<file path="config.mk">
export PLATFORM = sky130hd
export DESIGN_NAME = escaped_frame_receiver_top
export DESIGN_NICKNAME = d
export VERILOG_FILES = /design/src/hw/rtl/efr_pkg.sv /design/src/hw/rtl/efr_frame_engine.sv /design/src/hw/rtl/escaped_frame_receiver_top.sv
export SDC_FILE = /design/constraint.sdc
export NUM_CORES = 1
export LEC_CHECK = 0
export ABC_AREA = 1
export BUFFER_PORTS_ARGS = -buffer_cell sky130_fd_sc_hd__buf_2
export CAP_MARGIN = 40
export CORE_MARGIN = 1
export CORE_UTILIZATION = 61
export CTS_CLUSTER_DIAMETER = 30
export DETAILED_ROUTE_END_ITERATION = 16
export PLACE_DENSITY_LB_ADDON = 0.1
export SYNTH_ARGS = -nofsm -noshare
export SYNTH_HDL_FRONTEND = slang
export SYNTH_SLANG_ARGS = --single-unit
</file>
<file path="constraint.sdc">
create_clock -name clock -period 5.3 [get_ports clock]
set_clock_uncertainty 0.2 [all_clocks]
set_input_delay 1.06 -clock clock [delete_from_list [all_inputs] [get_ports clock]]
set_output_delay 1.06 -clock clock [all_outputs]
set_load 0.02 [all_outputs]
</file>
<file path="src/hw/rtl/efr_pkg.sv">
// Package for the escaped frame receiver: framing byte codes, status codes
// and the result item type. No dependencies.
`timescale 1ns / 1ps
`default_nettype none

package efr_pkg;

   localparam int unsigned RAW_COUNT_W = 4;
   localparam int unsigned DEC_COUNT_W = 4;

   localparam logic [7:0] BYTE_START = 8'h0c;
   localparam logic [7:0] BYTE_END   = 8'hc0;
   localparam logic [7:0] BYTE_ESC   = 8'hdb;
   localparam logic [7:0] ESC_DB     = 8'hdd;
   localparam logic [7:0] ESC_END    = 8'hdc;
   localparam logic [7:0] ESC_START  = 8'hde;

   localparam logic [DEC_COUNT_W-1:0] DEC_COUNT_MAX = {DEC_COUNT_W{1'b1}};

   localparam logic [7:0] ADDR_RESET = 8'hff;

   typedef enum logic [2:0] {
      ST_OK         = 3'd0,
      ST_BAD_ESCAPE = 3'd1,
      ST_TOO_SHORT  = 3'd2,
      ST_CHECKSUM   = 3'd3,
      ST_WRONG_ADDR = 3'd4
   } frame_status_type;

   typedef struct packed {
      frame_status_type status;
      logic [7:0]       command;
      logic             overflowed;
   } result_type;

endpackage

`default_nettype wire

</file>
<file path="src/hw/rtl/efr_frame_engine.sv">
// Frame state and per-byte decode for the escaped frame receiver.
// Depends on efr_pkg for byte codes, status codes and the result type.
`timescale 1ns / 1ps
`default_nettype none

module efr_frame_engine #(
   parameter int unsigned MAX_RAW = 10
) (
   input  wire logic              clock,
   input  wire logic              reset,
   input  wire logic              advance,
   input  wire logic [7:0]        rx_byte,
   input  wire logic [7:0]        device_address,
   output logic                   emit,
   output efr_pkg::result_type    result
);

   localparam logic [efr_pkg::RAW_COUNT_W-1:0] RAW_LIMIT = efr_pkg::RAW_COUNT_W'(MAX_RAW);

   logic                              in_frame_ff, in_frame_in;
   logic                              esc_pend_ff, esc_pend_in;
   logic                              esc_err_ff, esc_err_in;
   logic [efr_pkg::RAW_COUNT_W-1:0]   raw_count_ff, raw_count_in;
   logic [efr_pkg::DEC_COUNT_W-1:0]   dec_count_ff, dec_count_in;
   logic [7:0]                        sum_ff, sum_in;
   logic [7:0]                        last_ff, last_in;
   logic [7:0]                        first_ff, first_in;
   logic [7:0]                        second_ff, second_in;

   // state after decoding the current byte
   logic                              d_pend, d_err;
   logic [efr_pkg::DEC_COUNT_W-1:0]   d_count;
   logic [7:0]                        d_sum, d_last, d_first, d_second;
   logic                              take;
   logic [7:0]                        take_byte;
   logic [efr_pkg::RAW_COUNT_W-1:0]   raw_next;

   // values checked at frame close
   logic                              c_err;
   logic [efr_pkg::DEC_COUNT_W-1:0]   c_count;
   logic [7:0]                        c_sum, c_last, c_first, c_second;
   logic                              c_over;

   assign raw_next = raw_count_ff + 1'b1;

   always_comb begin
      d_pend    = esc_pend_ff;
      d_err     = esc_err_ff;
      take      = 1'b0;
      take_byte = rx_byte;
      if (!esc_err_ff) begin
         if (esc_pend_ff) begin
            d_pend = 1'b0;
            case (rx_byte)
               efr_pkg::ESC_DB: begin
                  take      = 1'b1;
                  take_byte = efr_pkg::BYTE_ESC;
               end
               efr_pkg::ESC_END: begin
                  take      = 1'b1;
                  take_byte = efr_pkg::BYTE_END;
               end
               efr_pkg::ESC_START: begin
                  take      = 1'b1;
                  take_byte = efr_pkg::BYTE_START;
               end
               default: begin
                  d_err = 1'b1;
               end
            endcase
         end else if (rx_byte == efr_pkg::BYTE_ESC) begin
            d_pend = 1'b1;
         end else begin
            take = 1'b1;
         end
      end

      d_count  = dec_count_ff;
      d_sum    = sum_ff;
      d_last   = last_ff;
      d_first  = first_ff;
      d_second = second_ff;
      if (take) begin
         if (dec_count_ff == '0) begin
            d_first = take_byte;
         end
         if (dec_count_ff == efr_pkg::DEC_COUNT_W'(1)) begin
            d_second = take_byte;
         end
         if (dec_count_ff != efr_pkg::DEC_COUNT_MAX) begin
            d_count = dec_count_ff + 1'b1;
         end
         d_sum  = sum_ff + take_byte;
         d_last = take_byte;
      end
   end

   always_comb begin
      in_frame_in  = in_frame_ff;
      esc_pend_in  = esc_pend_ff;
      esc_err_in   = esc_err_ff;
      raw_count_in = raw_count_ff;
      dec_count_in = dec_count_ff;
      sum_in       = sum_ff;
      last_in      = last_ff;
      first_in     = first_ff;
      second_in    = second_ff;
      emit         = 1'b0;
      c_err        = esc_err_ff;
      c_count      = dec_count_ff;
      c_sum        = sum_ff;
      c_last       = last_ff;
      c_first      = first_ff;
      c_second     = second_ff;
      c_over       = 1'b0;

      if (rx_byte == efr_pkg::BYTE_START) begin
         in_frame_in  = 1'b1;
         esc_pend_in  = 1'b0;
         esc_err_in   = 1'b0;
         raw_count_in = '0;
         dec_count_in = '0;
         sum_in       = '0;
         last_in      = '0;
         first_in     = '0;
         second_in    = '0;
      end else if (rx_byte == efr_pkg::BYTE_END) begin
         if (in_frame_ff) begin
            emit        = 1'b1;
            in_frame_in = 1'b0;
         end
      end else if (in_frame_ff) begin
         raw_count_in = raw_next;
         esc_pend_in  = d_pend;
         esc_err_in   = d_err;
         dec_count_in = d_count;
         sum_in       = d_sum;
         last_in      = d_last;
         first_in     = d_first;
         second_in    = d_second;
         c_err        = d_err;
         c_count      = d_count;
         c_sum        = d_sum;
         c_last       = d_last;
         c_first      = d_first;
         c_second     = d_second;
         if (raw_next >= RAW_LIMIT) begin
            emit        = 1'b1;
            c_over      = 1'b1;
            in_frame_in = 1'b0;
         end
      end
   end

   always_comb begin
      result.command    = '0;
      result.overflowed = c_over;
      if (c_err) begin
         result.status = efr_pkg::ST_BAD_ESCAPE;
      end else if (c_count < efr_pkg::DEC_COUNT_W'(2)) begin
         result.status = efr_pkg::ST_TOO_SHORT;
      end else if ((c_sum - c_last) != c_last) begin
         result.status = efr_pkg::ST_CHECKSUM;
      end else if (c_first != device_address) begin
         result.status = efr_pkg::ST_WRONG_ADDR;
      end else begin
         result.status  = efr_pkg::ST_OK;
         result.command = c_second;
      end
   end

   always_ff @(posedge clock) begin
      if (reset) begin
         in_frame_ff  <= 1'b0;
         esc_pend_ff  <= 1'b0;
         esc_err_ff   <= 1'b0;
         raw_count_ff <= '0;
         dec_count_ff <= '0;
         sum_ff       <= '0;
         last_ff      <= '0;
         first_ff     <= '0;
         second_ff    <= '0;
      end else if (advance) begin
         in_frame_ff  <= in_frame_in;
         esc_pend_ff  <= esc_pend_in;
         esc_err_ff   <= esc_err_in;
         raw_count_ff <= raw_count_in;
         dec_count_ff <= dec_count_in;
         sum_ff       <= sum_in;
         last_ff      <= last_in;
         first_ff     <= first_in;
         second_ff    <= second_in;
      end
   end

endmodule

`default_nettype wire

</file>
<file path="src/hw/rtl/escaped_frame_receiver_top.sv">
// A frame-closing item is decoded from the input register in the cycle after it is
// accepted; its result is written to the result register when that item advances.
// Throughput: one item per cycle; the input register stalls only when a
// closing item meets a full result register that is not being drained.
// Reset (synchronous, active high) clears frame state; device_address = 0xff.
// Top level: input register, efr_frame_engine, result register, csr register.
`timescale 1ns / 1ps
`default_nettype none

module escaped_frame_receiver_top #(
   parameter int unsigned MAX_RAW = 10
) (
   input  wire logic       clock,
   input  wire logic       reset,
   input  wire logic       req_valid,
   output logic            req_ready,
   input  wire logic [7:0] req_rx_byte,
   output logic            rsp_valid,
   input  wire logic       rsp_ready,
   output logic [2:0]      rsp_frame_status,
   output logic [7:0]      rsp_command,
   output logic            rsp_overflowed,
   input  wire logic       csr_wr_en,
   input  wire logic [7:0] csr_wr_data
);

   logic                in_valid_ff, in_valid_in;
   logic [7:0]          in_byte_ff;
   logic                rsp_valid_ff, rsp_valid_in;
   efr_pkg::result_type rsp_ff;
   logic [7:0]          addr_ff;
   logic                advance;
   logic                emit;
   efr_pkg::result_type result;

   assign advance   = in_valid_ff && (!emit || !rsp_valid_ff || rsp_ready);
   assign req_ready = !in_valid_ff || advance;

   always_comb begin
      in_valid_in = in_valid_ff;
      if (req_valid && req_ready) begin
         in_valid_in = 1'b1;
      end else if (advance) begin
         in_valid_in = 1'b0;
      end
      rsp_valid_in = rsp_valid_ff;
      if (advance && emit) begin
         rsp_valid_in = 1'b1;
      end else if (rsp_ready) begin
         rsp_valid_in = 1'b0;
      end
   end

   efr_frame_engine #(
      .MAX_RAW (MAX_RAW)
   ) u_engine (
      .clock          (clock),
      .reset          (reset),
      .advance        (advance),
      .rx_byte        (in_byte_ff),
      .device_address (addr_ff),
      .emit           (emit),
      .result         (result)
   );

   always_ff @(posedge clock) begin
      if (reset) begin
         in_valid_ff  <= 1'b0;
         rsp_valid_ff <= 1'b0;
         addr_ff      <= efr_pkg::ADDR_RESET;
      end else begin
         in_valid_ff  <= in_valid_in;
         rsp_valid_ff <= rsp_valid_in;
         if (csr_wr_en) begin
            addr_ff <= csr_wr_data;
         end
      end
   end

   always_ff @(posedge clock) begin
      if (req_valid && req_ready) begin
         in_byte_ff <= req_rx_byte;
      end
      if (advance && emit) begin
         rsp_ff <= result;
      end
   end

   assign rsp_valid        = rsp_valid_ff;
   assign rsp_frame_status = rsp_ff.status;
   assign rsp_command      = rsp_ff.command;
   assign rsp_overflowed   = rsp_ff.overflowed;

   // a result is never written over one that is still waiting
   a_no_overwrite: assert property (@(posedge clock) disable iff (reset)
      !(advance && emit && rsp_valid_ff && !rsp_ready))
      else $error("result register overwritten");

   // stall only with an item held in the input register
   a_stall_holds_item: assert property (@(posedge clock) disable iff (reset)
      !req_ready |-> in_valid_ff)
      else $error("input stalled while empty");

   // command is zero unless the frame is ok
   a_cmd_only_ok: assert property (@(posedge clock) disable iff (reset)
      rsp_valid && (rsp_ff.status != efr_pkg::ST_OK) |-> (rsp_command == 8'd0))
      else $error("command set on failed frame");

   // overflow results come only with a non-framing closing byte
   a_overflow_source: assert property (@(posedge clock) disable iff (reset)
      advance && emit && result.overflowed |-> (in_byte_ff != efr_pkg::BYTE_END))
      else $error("overflow flagged on end byte");

endmodule

`default_nettype wire

</file>
==> results.ini, run 1 <==
[clocking]
cts_buffers=9
clockBufferDepth=2
path_clk_slew_ps=90
cts.sinks=72
postCtsResizedCells=0
clk_latency_ps=360
cts_tree=built
htree_num_levels=3
holdBufCountCts=0
root_buffer=clkbuf_8
post_cts_buffers=0

[drt]
viasPerCell=5.53
post_drt_wl_per_cell_um=14.0
drt-total-wl_mm=11.1
drc=0
drtPass1Iterations=5
drt_iter0_markers=404
ant_nets=0
via_count=4367

[power_and_ir_drop]
seq_power_share=0.468
power.leakage_nw=2.37
clkPwrFrac=0.355
swShare=0.306
combPwrFrac=0.177
power_switching_w=0.000398
intPower_w=0.000903
power_density_nw_per_um2=252
ir_worst_vdd_v=0.000125

[setup_path]
cpMostUsedCell=nand2_1
required_ps=5290
worstSetupPathType=register to register
crit_path_max_fanout=9
end_kind=register
critPathSlowestCell=edfxtp_1
cp.arrival_ps=4750
startpoint_type=register
cp_slowest_stage_delay_ps=470

[finish]
syn2layout_area_growth_pct=8.86
final_cell_mix=nand2_1 (156), inv_1 (93), a21oi_1 (72), o21ai_0 (63), dfxtp_1 (52)
drive_above_1_share=0.135
nets=729
num_antenna_cells=0
final_common_cell=nand2_1
design_area_um2=5170

[yosys]
synth_edf_count=20
synth_cells=662
netlist_area_um2=4750
ys_warn_count=0
syn_nets=706
yosysUniqueCellTypes=42
synth-seq-cells=72
synth.avg_cell_area_um2=7.17
synthArstFlopShare=0
synth-seq-area-share=0.346
synth-main-ff-cell=dfxtp_1

[die]
core_um2=7370
ios=35
num_rows=31
dieHeight_um=90.2
start_util=0.644
die_area_um2=8140
die_w_um=90.2

[timing]
fmax_mhz=210
rsz0062_at_grt=false
setup_viol_count_final=0
drv_slew=0
finalSetupTns_ps=0
setup_ws_ps=540
slew_headroom=0.555
hold_violations=0
hold_slack_ps=275
period_minus_slack_ps=4760
tightest_slew_ps=667
finalCritPeriodShare=0.898

[grt]
grt-ovfl-total=0
grt_pass1_wl_mm=18.8
track_usage=0.290
grt_pass1_vias=4069
grt_max_degree=36
grt_antenna_before_repair=0

[place]
hpwl_mm=8.02
placed_cell_area_um2=4960
place_ws_ps=578
globalplace.congestion=0.992
portBuffers=34

[run_status]
status=complete, no violations

[worst_hold_path]
hp-class=register to register

[job]
cap_viol_max_count=0

[power by group through the flow]
stage	Clock, W	Sequential, W	Combinational, W
6_report	0.000462	0.000608	0.000230
2_1_floorplan	0	0.000615	0.000179
3_5_place_dp	0	0.000621	0.000225
4_1_cts	0.000464	0.000608	0.000227
3_3_place_gp	0	0.000620	0.000218
5_1_grt	0.000487	0.000611	0.000261
[path summary, 6_finish.rpt]
path                                                         from                                end  slack (ps)  depth (start not counted)
worst min register to register  u_engine.in_frame_ff$_SDFFE_PP0P_  u_engine.in_frame_ff$_SDFFE_PP0P_         280                          2
worst max register to register            in_byte_ff[5]$_DFFE_PP_       rsp_command[6]$_SDFFCE_PP0P_         540                         25
worst max-delay path                      in_byte_ff[5]$_DFFE_PP_       rsp_command[6]$_SDFFCE_PP0P_         540                         25
worst min-delay path            u_engine.in_frame_ff$_SDFFE_PP0P_  u_engine.in_frame_ff$_SDFFE_PP0P_         280                          2
[state kept, by name (all words and copies together) (netlist names)]
name	cells
addr_ff	8
in_byte_ff	8
in_valid_ff	1
rsp_command	8
rsp_frame_status	3
rsp_overflowed	1
rsp_valid	1
u_engine.dec_count_ff	4
u_engine.esc_err_ff	1
u_engine.esc_pend_ff	1
u_engine.first_ff	8
u_engine.in_frame_ff	1
u_engine.last_ff	7
u_engine.raw_count_ff	4
u_engine.second_ff	8
u_engine.sum_ff	8
[cell families (layout without fill, tap and decap cells)]
group           after synthesis  in the layout  synth area share
simple gates                272            272             0.276
compound gates              160            160             0.190
xor+xnor                     11             11            0.0203
fa+ha+maj                    23             23            0.0638
flops                        72             72             0.346
buf+inv                     124            152             0.104
[metrics by stage]
step / utilization / power (W) / cells
2_1_floorplan: - / 0.000794 / 662
3_3_place_gp: 0.670 / 0.000837 / 772
3_5_place_dp: 0.673 / 0.000846 / 773
4_1_cts: 0.701 / 0.00130 / 789
5_1_grt: 0.701 / 0.00136 / 789
6_report: 0.701 / 0.00130 / 789
[Yosys cell counts, drive strengths merged (3+ instances only)]
library cell  number  share of area
nor2              31          0.033
dfxtp             52           0.22
o211ai            12          0.024
nand3b             5         0.0079
edfxtp            20           0.13
clkbuf            13          0.010
nand2            166           0.14
nand4             13          0.023
xor2               7          0.013
nor3              12          0.015
a21oi             74          0.083
inv               98          0.078
o21bai             3         0.0047
nand3             42          0.055
xnor2              4         0.0074
o21ai             65          0.069
ha                21          0.055
buf               13          0.017
[final cells by class]
class,count,area (um^2)
multi-input cells,466,2610
fillers,624,2200
flip-flops and latches,72,1640
inverters,98,368
repair buffers,38,220
clock buffers,10,138
well taps,99,124
clock inverters,6,66.3
[critical path, delay by kind of cell (launching register included)]
family	cells	cell delay, ps
AO/OA/AOI/OAI	4	970
buffers and inverters	2	190
XOR/XNOR	1	160
AND/OR/NAND/NOR	16	1770
adder cells (fa/ha/maj)	2	840
flip-flops	1	470
[routing by layer]
metal,part of all wire,global-route usage,vias to the layer above,wire length (um)
li1,-,-,2234,-
met1,0.46,0.371,1982,5130
met2,0.46,0.476,125,5040
met3,0.051,0.0516,26,561
met4,0.030,0.134,0,328
met5,0,0,-,0
Power figures use the tool's default switching activity.
==> run 2: changes to the inputs <==
--- a/config.mk
+++ b/config.mk
@@ -15,4 +15,5 @@
 export PLACE_DENSITY_LB_ADDON = 0.1
 export SYNTH_ARGS = -nofsm -noshare
 export SYNTH_HDL_FRONTEND = slang
+export SYNTH_HIERARCHICAL = 1
 export SYNTH_SLANG_ARGS = --single-unit
==> results.ini, run 2 <==
[run_status]
status=complete, no violations

[finish]
final_cell_mix=nand2_1 (179), inv_1 (84), o21ai_0 (57), a21oi_1 (56), dfxtp_1 (52)
drive_above_1_share=0.124
final_common_cell=nand2_1
instances_no_fill=792
nets=729
fill_cells=660
num_antenna_cells=0
syn2layout_area_growth_pct=9.63

[timing]
period_minus_slack_ps=4600
drv_slew=0
setup_viol_count_final=0
hold_violations=0
rsz0062_at_grt=false
tightest_slew_ps=897
finalSetupTns_ps=0
fmax_mhz=218
finalCritPeriodShare=0.867
slew_headroom=0.402

[worst_hold_path]
hp-class=register to register
hold_end=addr_ff[3]$_SDFFE_PP1P_
hp-start=addr_ff[3]$_SDFFE_PP1P_
whs_path_depth=2

[die]
die_area_um2=8070
num_rows=31
dieHeight_um=89.8
ios=35
die_w_um=89.8
core_um2=7370
start_util=0.639

[clocking]
htree_num_levels=3
clockBufferDepth=2
cts.sinks=72
clk_latency_ps=350
holdBufCountCts=0
root_buffer=clkbuf_8
path_clk_slew_ps=80
postCtsResizedCells=0
cts_buffers=9
post_cts_buffers=0
cts_tree=built

[drt]
drt_iter0_markers=334
ant_nets=0
viasPerCell=5.67
drtPass1Iterations=5
post_drt_wl_per_cell_um=14.6
via_count=4491
drt-total-wl_mm=11.5
drc=0

[setup_path]
required_ps=5220
worstSetupPathType=register to register
crit_family=simple AND/OR/NAND/NOR gates
end_kind=register
cpMostUsedCell=nand2_1
startpoint_type=register
cp_slowest_stage_delay_ps=520
r2r-end=rsp_frame_status[1]$_DFFE_PP_
critPathSlowestCell=edfxtp_1
crit_path_max_fanout=10
r2r_cells=28
cp.arrival_ps=4510
path_buf_inv=5
r2r_slack_ps=700
r2r-start=in_byte_ff[0]$_DFFE_PP_

[grt]
grt_pass1_wl_mm=19.1
grt_use_met2=0.502
track_usage=0.298
grt_antenna_before_repair=0
grt_max_degree=40
grtUsageMet3=0.0448
grt_pass1_vias=4128
grtUsageMet1=0.362
busiest_layer=met2
grt-ovfl-total=0

[yosys]
synth_cells=669
synth_top_area_share=0.221
synth.most_common_cell=nand2_1
yosysUniqueCellTypes=42
ys_warn_count=6
synth_commonest_cells=nand2_1 (179), inv_1 (84), o21ai_0 (57)
synth-seq-cells=72
synth-seq-area-share=0.349
synthTopCellsByArea=dfxtp_1 (22%), nand2_1 (14%), edfxtp_1 (13%), inv_1 (6.7%), o21ai_0 (6.1%)
yosysTopAreaCell=dfxtp_1
netlist_area_um2=4710
synth_edf_count=20
syn_nets=710
synth.avg_cell_area_um2=7.03
synthArstFlopShare=0
synth-main-ff-cell=dfxtp_1

[place]
globalplace.congestion=0.992
hpwl_mm=8.29
portBuffers=34
dp.cells=776

[power_and_ir_drop]
power_density_nw_per_um2=271
ir_worst_vdd_v=0.000156
power.leakage_nw=2.32

[job]
cap_viol_max_count=0

run 2: per-stage QoR:
step	power (W)	setup WS (ps)	hold slack, ps	instance area [um^2]	utilization
6_report	0.00140	705	286	5160	0.700
5_1_grt	0.00146	293	303	5160	0.700
4_1_cts	0.00140	719	288	5160	0.700
3_5_place_dp	0.000867	736	270	4920	0.667
3_3_place_gp	0.000856	869	263	4890	0.663
2_1_floorplan	0.000810	1200	242	4710	-
run 2: worst max-delay path by stage:
stage | from | endpoint | slack, ps | cells past startpoint
finish | in_byte_ff[0]$_DFFE_PP_ | rsp_frame_status[1]$_DFFE_PP_ | 700 | 28
global placement | in_byte_ff[0]$_DFFE_PP_ | rsp_frame_status[1]$_DFFE_PP_ | 870 | 28
floorplan | in_byte_ff[0]$_DFFE_PP_ | rsp_frame_status[1]$_DFFE_PP_ | 1200 | 28
CTS | in_byte_ff[0]$_DFFE_PP_ | rsp_frame_status[1]$_DFFE_PP_ | 720 | 28
global route | in_byte_ff[0]$_DFFE_PP_ | rsp_frame_status[1]$_DFFE_PP_ | 290 | 29
detailed placement | in_byte_ff[0]$_DFFE_PP_ | rsp_frame_status[1]$_DFFE_PP_ | 740 | 28
run 2: cell type report:
| type | count | area (um^2) | area share |
|---|---|---|---|
| multi-input cells | 476 | 2590 | 0.502 |
| flip-flops and latches | 72 | 1640 | 0.318 |
| inverters | 91 | 342 | 0.0662 |
| repair buffers | 38 | 220 | 0.0427 |
| clock buffers | 10 | 128 | 0.0247 |
| well taps | 99 | 124 | 0.0240 |
| clock inverters | 6 | 115 | 0.0223 |
run 2: cell families (layout without fill, tap and decap cells):
group | count (synthesis) | after routing | share of synthesized area
buf+inv | 121 | 145 | 0.104
simple gates | 300 | 300 | 0.300
xor+xnor | 11 | 11 | 0.0205
flops | 72 | 72 | 0.349
compound gates | 145 | 145 | 0.170
fa+ha+maj | 20 | 20 | 0.0564
run 2: power by group:
group	leakage, nW	internal [W]	switching (W)	total [W]
logic	1.61	0.0000914	0.000152	0.000243
registers	0.590	0.000591	0.0000252	0.000616
clock network	0.117	0.000315	0.000223	0.000538
run 2: tightest hold or removal path: cells and delay by family (launching register included):
family | cells | cell delay [ps]
and+or+nand+nor | 2 | 110
DFF | 1 | 330
run 2: layer usage:
metal / vias up / wire length (um) / part of all wire
met4: 0 / 400 / 0.035
met1: 2053 / 5040 / 0.44
met2: 168 / 5400 / 0.47
met5: - / 0 / 0
li1: 2247 / - / -
met3: 23 / 705 / 0.061
